==> config.mk <==
export PLATFORM = sky130hd
export DESIGN_NAME = postfix_stack_evaluator_top_flat
export DESIGN_NICKNAME = d
export VERILOG_FILES = /design/src/rtl/pse_pkg.sv /design/src/rtl/pse_ifs.sv /design/src/rtl/postfix_stack_evaluator_top.sv /design/src/rtl/pse_ram.sv /design/src/rtl/pse_front.sv /design/src/rtl/pse_back.sv /design/src/flat_wrapper.sv
export SDC_FILE = /design/constraint.sdc
export NUM_CORES = 2
export LEC_CHECK = 0
export ABC_AREA = 1
export BUFFER_PORTS_ARGS = -buffer_cell sky130_fd_sc_hd__buf_4
export CAP_MARGIN = 20
export CORE_MARGIN = 2
export CORE_UTILIZATION = 45
export CTS_CLUSTER_DIAMETER = 40
export DETAILED_ROUTE_END_ITERATION = 8
export SLEW_MARGIN = 25
export SYNTH_ARGS = -nofsm -noshare
export SYNTH_HDL_FRONTEND = slang
export SYNTH_HIERARCHICAL = 1
export SYNTH_SLANG_ARGS = --single-unit
==> constraint.sdc <==
create_clock -name clk -period 30.1 [get_ports clk]
set_input_delay 1.505 -clock clk [delete_from_list [all_inputs] [get_ports clk]]
set_output_delay 1.505 -clock clk [all_outputs]
set_load 0.02 [all_outputs]
==> src/rtl/pse_pkg.sv <==
// Package: shared types, constants and saturation helpers for the postfix evaluator.
`default_nettype none
package pse_pkg;

  localparam int WORD_W = 32;
  localparam int FRAC_W = 16;
  localparam int QUO_W  = WORD_W + FRAC_W;

  typedef enum logic [2:0] {
    OP_PUSH   = 3'd0,
    OP_ADD    = 3'd1,
    OP_SUB    = 3'd2,
    OP_MUL    = 3'd3,
    OP_DIV    = 3'd4,
    OP_FINISH = 3'd5
  } op_t;

  typedef enum logic [2:0] {
    ST_OK      = 3'd0,
    ST_MISSING = 3'd1,
    ST_FULL    = 3'd2,
    ST_DIVZERO = 3'd3,
    ST_EMPTY   = 3'd4
  } st_t;

  typedef enum logic [1:0] {
    S_IDLE,
    S_EXEC,
    S_MUL,
    S_DIV
  } bst_t;

  typedef struct packed {
    op_t               kind;
    logic [WORD_W-1:0] value;
  } tok_t;

  function automatic logic [WORD_W-1:0] mag(input logic [WORD_W-1:0] v);
    return v[WORD_W-1] ? (~v + WORD_W'(1)) : v;
  endfunction

  function automatic logic [WORD_W-1:0] sat_sum(input logic [WORD_W:0] s);
    logic [WORD_W-1:0] r;
    if (s[WORD_W] != s[WORD_W-1]) begin
      r = s[WORD_W] ? {1'b1, {(WORD_W-1){1'b0}}} : {1'b0, {(WORD_W-1){1'b1}}};
    end else begin
      r = s[WORD_W-1:0];
    end
    return r;
  endfunction

  function automatic logic [WORD_W-1:0] sat_mag(input logic [QUO_W-1:0] m, input logic neg);
    logic [QUO_W-1:0] lim;
    logic [QUO_W-1:0] mm;
    lim = neg ? (QUO_W'(1) << (WORD_W-1)) : ((QUO_W'(1) << (WORD_W-1)) - QUO_W'(1));
    mm  = (m > lim) ? lim : m;
    return neg ? (~mm[WORD_W-1:0] + WORD_W'(1)) : mm[WORD_W-1:0];
  endfunction

endpackage
`default_nettype wire

==> src/rtl/pse_ifs.sv <==
// Interfaces: token input channel and result output channel.
`default_nettype none
interface pse_tok_if;
  logic        valid;
  logic        ready;
  logic [2:0]  cmd;
  logic signed [31:0] operand_value;
  modport source (output valid, output cmd, output operand_value, input ready);
  modport sink   (input valid, input cmd, input operand_value, output ready);
endinterface

interface pse_res_if;
  logic        valid;
  logic        ready;
  logic signed [31:0] result_value;
  logic [2:0]  status;
  modport source (output valid, output result_value, output status, input ready);
  modport sink   (input valid, input result_value, input status, output ready);
endinterface
`default_nettype wire

==> src/rtl/postfix_stack_evaluator_top.sv <==
// Top level: postfix expression evaluator on a signed Q16.16 operand stack.
// Push finishes in the idle state; add/sub go through execute, multiply then MUL,
//   divide then DIV (48 quotient bits from the restoring divider, one per cycle).
// Finish loads the result register at the edge that pops it from the queue.
// Throughput: one token per cycle into the two-entry queue while not full; the sequencer sets the pace.
// Reset (synchronous, rst high) empties the queue, the stack count and the error.
`default_nettype none
module postfix_stack_evaluator_top
  import pse_pkg::*;
#(
  parameter int STACK_DEPTH = 32
) (
  input  wire logic clk,
  input  wire logic rst,
  pse_tok_if.sink   tok,
  pse_res_if.source res
);
  // decoded tokens wait in the front queue while the back end is busy
  logic q_valid;
  logic q_pop;
  tok_t q_data;

  // front: decodes cmd, drops unused codes, buffers two tokens
  pse_front u_front (
    .clk     (clk),
    .rst     (rst),
    .tok     (tok),
    .q_valid (q_valid),
    .q_data  (q_data),
    .q_pop   (q_pop)
  );

  // back: top of stack in a register, the rest in RAM; saturating arithmetic;
  // the first error is held until finish, which reports and clears the stack
  pse_back #(.STACK_DEPTH(STACK_DEPTH)) u_back (
    .clk     (clk),
    .rst     (rst),
    .q_valid (q_valid),
    .q_data  (q_data),
    .q_pop   (q_pop),
    .res     (res)
  );
endmodule
`default_nettype wire

==> src/rtl/pse_ram.sv <==
// Generic single-write, single-read RAM with registered read data.
`default_nettype none
module pse_ram #(
  parameter int WIDTH = 32,
  parameter int DEPTH = 32
) (
  input  wire logic                     clk,
  input  wire logic                     we,
  input  wire logic [$clog2(DEPTH)-1:0] waddr,
  input  wire logic [WIDTH-1:0]         wdata,
  input  wire logic                     re,
  input  wire logic [$clog2(DEPTH)-1:0] raddr,
  output logic      [WIDTH-1:0]         rdata
);
  logic [WIDTH-1:0] mem [DEPTH];

  always_ff @(posedge clk) begin
    if (we) mem[waddr] <= wdata;
    if (re) rdata <= mem[raddr];
  end
endmodule
`default_nettype wire

==> src/rtl/pse_front.sv <==
// Front end: token decode and a two-entry queue towards the execution unit.
`default_nettype none
module pse_front
  import pse_pkg::*;
(
  input  wire logic clk,
  input  wire logic rst,
  pse_tok_if.sink   tok,
  output logic      q_valid,
  output tok_t      q_data,
  input  wire logic q_pop
);
  tok_t       slot [2];
  logic       wp;
  logic       rp;
  logic [1:0] fill;
  logic       take;
  logic       keep;
  tok_t       dec;

  // codes six and seven are consumed and dropped here
  always_comb begin
    dec.value = tok.operand_value;
    dec.kind  = OP_PUSH;
    keep      = 1'b1;
    unique case (tok.cmd)
      OP_PUSH:   dec.kind = OP_PUSH;
      OP_ADD:    dec.kind = OP_ADD;
      OP_SUB:    dec.kind = OP_SUB;
      OP_MUL:    dec.kind = OP_MUL;
      OP_DIV:    dec.kind = OP_DIV;
      OP_FINISH: dec.kind = OP_FINISH;
      default:   keep = 1'b0;
    endcase
  end

  assign tok.ready = (fill != 2'd2);
  assign take      = tok.valid && tok.ready && keep;
  assign q_valid   = (fill != 2'd0);
  assign q_data    = slot[rp];

  always_ff @(posedge clk) begin
    if (rst) begin
      wp   <= 1'b0;
      rp   <= 1'b0;
      fill <= 2'd0;
    end else begin
      if (take) begin
        slot[wp] <= dec;
        wp       <= ~wp;
      end
      if (q_pop && q_valid) rp <= ~rp;
      fill <= fill + 2'(take) - 2'(q_pop && q_valid);
    end
  end
endmodule
`default_nettype wire

==> src/rtl/pse_back.sv <==
// Back end: operand stack, arithmetic sequencer and result register.
`default_nettype none
module pse_back
  import pse_pkg::*;
#(
  parameter int STACK_DEPTH = 32
) (
  input  wire logic clk,
  input  wire logic rst,
  input  wire logic q_valid,
  input  tok_t      q_data,
  output logic      q_pop,
  pse_res_if.source res
);
  localparam int CW = $clog2(STACK_DEPTH + 1);
  localparam int AW = $clog2(STACK_DEPTH);
  localparam int DW = $clog2(QUO_W);

  bst_t               state, state_next;
  logic [CW-1:0]      count;
  st_t                err;
  logic [WORD_W-1:0]  tos;
  op_t                op;
  logic [2*WORD_W-1:0] prod;
  logic               pneg;
  logic [WORD_W-1:0]  rem;
  logic [QUO_W-1:0]   nq;
  logic [WORD_W-1:0]  dmag;
  logic [DW-1:0]      dcnt;
  logic               out_valid;
  logic [WORD_W-1:0]  out_val;
  st_t                out_st;

  logic [CW-1:0]      cnt_m1, cnt_m2;
  logic               full, is_arith, two_ok, div_last;
  logic               ram_we, ram_re;
  logic [WORD_W-1:0]  ram_rdata;
  logic [WORD_W:0]    sum_add, sum_sub, r2;
  logic               div_take;
  logic [WORD_W:0]    r_next;
  logic [QUO_W-1:0]   nq_next;
  st_t                fin_st;
  logic               fin_take;

  assign cnt_m1   = count - CW'(1);
  assign cnt_m2   = count - CW'(2);
  assign full     = (count >= CW'(STACK_DEPTH));
  assign two_ok   = (count >= CW'(2));
  assign is_arith = q_data.kind inside {OP_ADD, OP_SUB, OP_MUL, OP_DIV};
  assign div_last = (dcnt == DW'(QUO_W - 1));
  assign fin_take = q_pop && (q_data.kind == OP_FINISH);

  assign sum_add = {ram_rdata[WORD_W-1], ram_rdata} + {tos[WORD_W-1], tos};
  assign sum_sub = {ram_rdata[WORD_W-1], ram_rdata} - {tos[WORD_W-1], tos};

  // restoring divide, one quotient bit per cycle
  assign r2       = {rem, nq[QUO_W-1]};
  assign div_take = (r2 >= {1'b0, dmag});
  assign r_next   = div_take ? (r2 - {1'b0, dmag}) : r2;
  assign nq_next  = {nq[QUO_W-2:0], div_take};

  always_comb begin
    if (err != ST_OK)        fin_st = err;
    else if (count == '0)    fin_st = ST_EMPTY;
    else                     fin_st = ST_OK;
  end

  pse_ram #(.WIDTH(WORD_W), .DEPTH(STACK_DEPTH)) u_stack (
    .clk   (clk),
    .we    (ram_we),
    .waddr (cnt_m1[AW-1:0]),
    .wdata (tos),
    .re    (ram_re),
    .raddr (cnt_m2[AW-1:0]),
    .rdata (ram_rdata)
  );

  // control outputs
  always_comb begin
    q_pop  = 1'b0;
    ram_we = 1'b0;
    ram_re = 1'b0;
    if (state == S_IDLE && q_valid) begin
      if (q_data.kind == OP_FINISH) q_pop = !out_valid || res.ready;
      else                          q_pop = 1'b1;
    end
    if (q_pop && err == ST_OK) begin
      if (q_data.kind == OP_PUSH && !full && count != '0) ram_we = 1'b1;
      if (is_arith && two_ok)                              ram_re = 1'b1;
    end
  end

  // next state
  always_comb begin
    state_next = state;
    unique case (state)
      S_IDLE: if (ram_re) state_next = S_EXEC;
      S_EXEC: begin
        if (op == OP_MUL)                  state_next = S_MUL;
        else if (op == OP_DIV && tos != '0) state_next = S_DIV;
        else                               state_next = S_IDLE;
      end
      S_MUL:  state_next = S_IDLE;
      S_DIV:  if (div_last) state_next = S_IDLE;
      default: state_next = S_IDLE;
    endcase
  end

  always_ff @(posedge clk) begin
    if (rst) begin
      state     <= S_IDLE;
      count     <= '0;
      err       <= ST_OK;
      out_valid <= 1'b0;
    end else begin
      state <= state_next;
      if (res.valid && res.ready && !fin_take) out_valid <= 1'b0;
      case (state)
        S_IDLE: if (q_pop) begin
          if (q_data.kind == OP_FINISH) begin
            out_valid <= 1'b1;
            out_st    <= fin_st;
            out_val   <= (fin_st == ST_OK) ? tos : '0;
            count     <= '0;
            err       <= ST_OK;
          end else if (err == ST_OK) begin
            if (q_data.kind == OP_PUSH) begin
              if (full) begin
                err <= ST_FULL;
              end else begin
                tos   <= q_data.value;
                count <= count + CW'(1);
              end
            end else if (!two_ok) begin
              err <= ST_MISSING;
            end else begin
              op <= q_data.kind;
            end
          end
        end
        S_EXEC: begin
          pneg <= ram_rdata[WORD_W-1] ^ tos[WORD_W-1];
          case (op)
            OP_ADD: begin
              tos   <= sat_sum(sum_add);
              count <= cnt_m1;
            end
            OP_SUB: begin
              tos   <= sat_sum(sum_sub);
              count <= cnt_m1;
            end
            OP_MUL: begin
              prod  <= mag(ram_rdata) * mag(tos);
              count <= cnt_m1;
            end
            default: begin
              if (tos == '0) begin
                err <= ST_DIVZERO;
              end else begin
                rem   <= '0;
                nq    <= {mag(ram_rdata), {FRAC_W{1'b0}}};
                dmag  <= mag(tos);
                dcnt  <= '0;
                count <= cnt_m1;
              end
            end
          endcase
        end
        S_MUL: tos <= sat_mag(prod[2*WORD_W-1:FRAC_W], pneg);
        S_DIV: begin
          rem  <= r_next[WORD_W-1:0];
          nq   <= nq_next;
          dcnt <= dcnt + DW'(1);
          if (div_last) tos <= sat_mag(nq_next, pneg);
        end
        default: ;
      endcase
    end
  end

  assign res.valid        = out_valid;
  assign res.result_value = out_val;
  assign res.status       = out_st;

  a_count_bound: assert property (@(posedge clk) disable iff (rst)
    count <= CW'(STACK_DEPTH))
    else $error("stack count beyond depth");

  a_no_pop_busy: assert property (@(posedge clk) disable iff (rst)
    (state != S_IDLE) |-> !q_pop)
    else $error("token taken while an operator is in progress");

  a_exec_operands: assert property (@(posedge clk) disable iff (rst)
    (state == S_EXEC) |-> (count >= CW'(2)))
    else $error("operator executing with fewer than two operands");

  a_div_enter: assert property (@(posedge clk) disable iff (rst)
    (state == S_DIV && $past(state) == S_EXEC) |-> (dcnt == '0 && dmag != '0))
    else $error("divider started without a clean setup");
endmodule
`default_nettype wire
==> src/flat_wrapper.sv <==
// flat-port wrapper written by rule: the top's interface ports become plain ports
module postfix_stack_evaluator_top_flat import pse_pkg::*;
#(
  parameter int STACK_DEPTH = 32
)
  (clk, rst, tok_valid, tok_cmd, tok_operand_value, tok_ready, res_valid, res_result_value, res_status, res_ready);
  pse_tok_if tok_i ();
  pse_res_if res_i ();
  input  wire logic clk;
  input  wire logic rst;
  input wire logic [$bits(tok_i.valid)-1:0] tok_valid;
  input wire logic [$bits(tok_i.cmd)-1:0] tok_cmd;
  input wire logic [$bits(tok_i.operand_value)-1:0] tok_operand_value;
  output wire logic [$bits(tok_i.ready)-1:0] tok_ready;
  output wire logic [$bits(res_i.valid)-1:0] res_valid;
  output wire logic [$bits(res_i.result_value)-1:0] res_result_value;
  output wire logic [$bits(res_i.status)-1:0] res_status;
  input wire logic [$bits(res_i.ready)-1:0] res_ready;
  assign tok_i.valid = tok_valid;
  assign tok_i.cmd = tok_cmd;
  assign tok_i.operand_value = tok_operand_value;
  assign tok_ready = tok_i.ready;
  assign res_valid = res_i.valid;
  assign res_result_value = res_i.result_value;
  assign res_status = res_i.status;
  assign res_i.ready = res_ready;
  postfix_stack_evaluator_top #(.STACK_DEPTH(STACK_DEPTH)) u_core (.clk(clk), .rst(rst), .tok(tok_i), .res(res_i));
endmodule
==> impl_metrics.py <==
metrics = {
    "global_route": {
        "overflow": 0,
        "grt_first_pass_wirelength_um": 522000,
        "grt_pass1_vias": 77400,
        "antenna_found_initial": 29,
        "grt.total_usage_pct": 31.7,
        "grt_max_degree": 174,
    },
    "hold_path": {
        "whs_path_depth": 0,
        "min_path_type": "reg2reg",
    },
    "logic_synthesis": {
        "synth_seq_cells": 1379,
        "synth_cells": 10700,
        "synth.top_cell.area_share_pct": 41.0,
        "seq_area_frac_synth_pct": 41.3,
        "async_flop_share_pct": 0,
        "yosysUniqueCellTypes": 73,
        "syn_avg_cell_area_um2": 9.35,
        "synth_area_leaders": "edfxtp_1, fa_1, nand2_1",
        "synth_edf_count": 1363,
        "synth.largest_area_cell": "edfxtp_1",
        "syn_area_um2": 99900,
        "synthFlopType": "edfxtp_1",
        "syn_nets": 12100,
        "synth_warnings": 6,
    },
    "clock_network": {
        "clock-sinks": 1379,
        "clock_latency_ns": 0.94,
        "cts_resized": 0,
        "clockRootBuffer": "clkbuf_16",
        "path_clk_slew_ns": 0.04,
        "clockBufferDepth": 3,
        "cts_made_buffers": 221,
        "cts_hold_buf": 0,
        "cts_setup_buffers": 0,
        "htree_levels": 4,
        "cts_tree": "built",
    },
    "timing": {
        "skew_ns": 0.129,
        "max_freq_mhz": 89.3,
        "finalHoldViolCount": 0,
        "drv_slew": 0,
        "rsz0062_at_grt": "no",
        "setup_tns_ns": 0,
        "hold_ws_ns": 0.466,
        "slew_headroom_pct": 22.5,
        "tightest_slew_ns": 1.16,
        "min_period_ns": 11.19,
        "post-route-period-util_pct": 37.2,
        "setup_viol": 0,
    },
    "route": {
        "antenna_left": 0,
        "drt-pass1-iter-count": 6,
        "vias": 77700,
        "drcViolationCount": 0,
        "via_per_inst": 5.60,
        "wl_um": 358000,
        "wire_per_inst_um": 25.8,
        "dr.first_iter.drc_count": 8362,
    },
    "placed_design": {
        "globalplace.congestion": 1.01,
        "post-dp-hpwl_um": 251000,
        "port_buffers": 75,
        "dp.cells": 13400,
    },
    "finish": {
        "layout_common_cells": "nand2_1, inv_1, edfxtp_1, nand3_1, nor2_1",
        "layout.nets": 12100,
        "drive_gt1_share_pct": 7.76,
        "area_delta_synth_final_pct": 11.8,
        "mostFrequentLayoutCell": "nand2_1",
        "fillers": 20300,
        "fin_cells": 13900,
    },
    "die": {
        "die_area_um2": 226000,
        "start_util_pct": 45.4,
        "core_um2": 220000,
        "num_io_pins": 76,
        "die_x_um": 475,
        "die_h_um": 475,
        "floorplan.rows": 172,
    },
    "setup_path": {
        "crit_path_start_kind": "register",
        "cp.arrival_ns": 11.80,
        "cp_max_fo": 17,
        "crit_top_cell": "fa_1",
        "cp-end-kind": "register",
        "critPathMaxStageDelay_ns": 0.94,
        "path_class": "reg2reg",
        "worstPathRequired_ns": 30.70,
        "slowest_stage": "clkinv_1",
        "reg2regPathDepth": 35,
    },
    "run_status": {
        "status": "finished, final reports clean",
    },
    "flow_run": {
        "cap_violations": 0,
    },
}
metal layers:
metal | global-route usage (%) | vias up | share of wire, %
li1 | - | 34400 | -
met5 | 0 | - | 0.0075
met4 | 15.0 | 4 | 5.3
met3 | 5.62 | 787 | 8.9
met1 | 43.0 | 38700 | 40
met2 | 49.6 | 3727 | 45
cell type report:
type | count | area, µm² | area share [%]
timing repair buffer | 289 | 2210 | 1.98
antenna | 11 | 27.5 | 0.0246
multi-input combinational | 7320 | 50900 | 45.5
clock inverter | 179 | 2370 | 2.12
tap | 2958 | 3700 | 3.31
inverter | 1501 | 5680 | 5.08
clock buffer | 241 | 5610 | 5.02
sequential | 1379 | 41300 | 36.9
flip-flops by register name, indices dropped and copies added (netlist names), named ones only:
register                        count
u_core/u_back/u_stack/mem        1024
u_core/u_front/slot                70
u_core/u_back/nq                   48
u_core/u_back/prod                 48
u_core/u_back/dmag                 32
u_core/u_back/rem                  32
u_core/u_back/res.result_value     32
u_core/u_back/tos                  32
u_core/u_back/u_stack/rdata        32
u_core/u_back/count                 6
u_core/u_back/dcnt                  6
u_core/u_back/op                    3
u_core/u_back/res.status            3
u_core/u_back/err                   2
u_core/u_back/state                 2
u_core/u_front/fill                 2
u_core/u_back/pneg                  1
u_core/u_back/res.valid             1
u_core/u_front/rp                   1
u_core/u_front/wp                   1
worst max-delay path: cells and delay by family, from the launching register on:
family                     cells  cell delay, ns
buffers and inverters          9            1.96
DFF                            1            0.76
xor gates and xnor gates       2            0.28
adders and majority gates     10            4.50
and+or+nand+nor               11            2.56
AOI/OAI and AO/OA              3            0.80
synthesized netlist by cell type, drive strengths merged (130+ instances only):
cell type,n
nand2,2845
inv,1477
edfxtp,1363
nor2,1043
nand3,1002
fa,898
ha,434
a21oi,282
buf,278
o21ai,237
clkbuf,206
xor2,130
through the flow:
stage	cell area [µm²]	util (%)	setup slack, ns
2_1_floorplan	99900	-	13.89
3_3_place_gp	104000	47.1	19.08
3_5_place_dp	104000	47.1	19.18
6_report	112000	50.7	18.91
4_1_cts	112000	50.7	19.15
5_1_grt	112000	50.7	18.57
final timing paths:
path                                                     start                          end  slack [ns]
worst max-delay path            u_core/u_back/u_stack/rdata[0]       u_core/u_back/prod[59]       18.91
worst min-delay path                      u_core/u_back/err[1]  u_core/u_back/res.status[1]        0.47
worst max register to register  u_core/u_back/u_stack/rdata[0]       u_core/u_back/prod[59]       18.91
worst min register to register            u_core/u_back/err[1]  u_core/u_back/res.status[1]        0.47
cell families (layout without fill, tap and decap cells):
kind of cell / count (synthesis) / count (layout) / share of synthesized area (%)
mux: 35 / 35 / 0.507
flops: 1379 / 1379 / 41.3
simple gates: 5089 / 5089 / 21.0
fa+ha+maj: 1332 / 1332 / 23.4
buf+inv: 1985 / 2210 / 8.34
compound gates: 697 / 697 / 3.96
xor+xnor: 167 / 167 / 1.47
other cells: 0 / 11 / 0
Power is left out: the tool's default activity adds up to more than one toggle a clock period on the data nets, which glitch-free logic cannot reach.
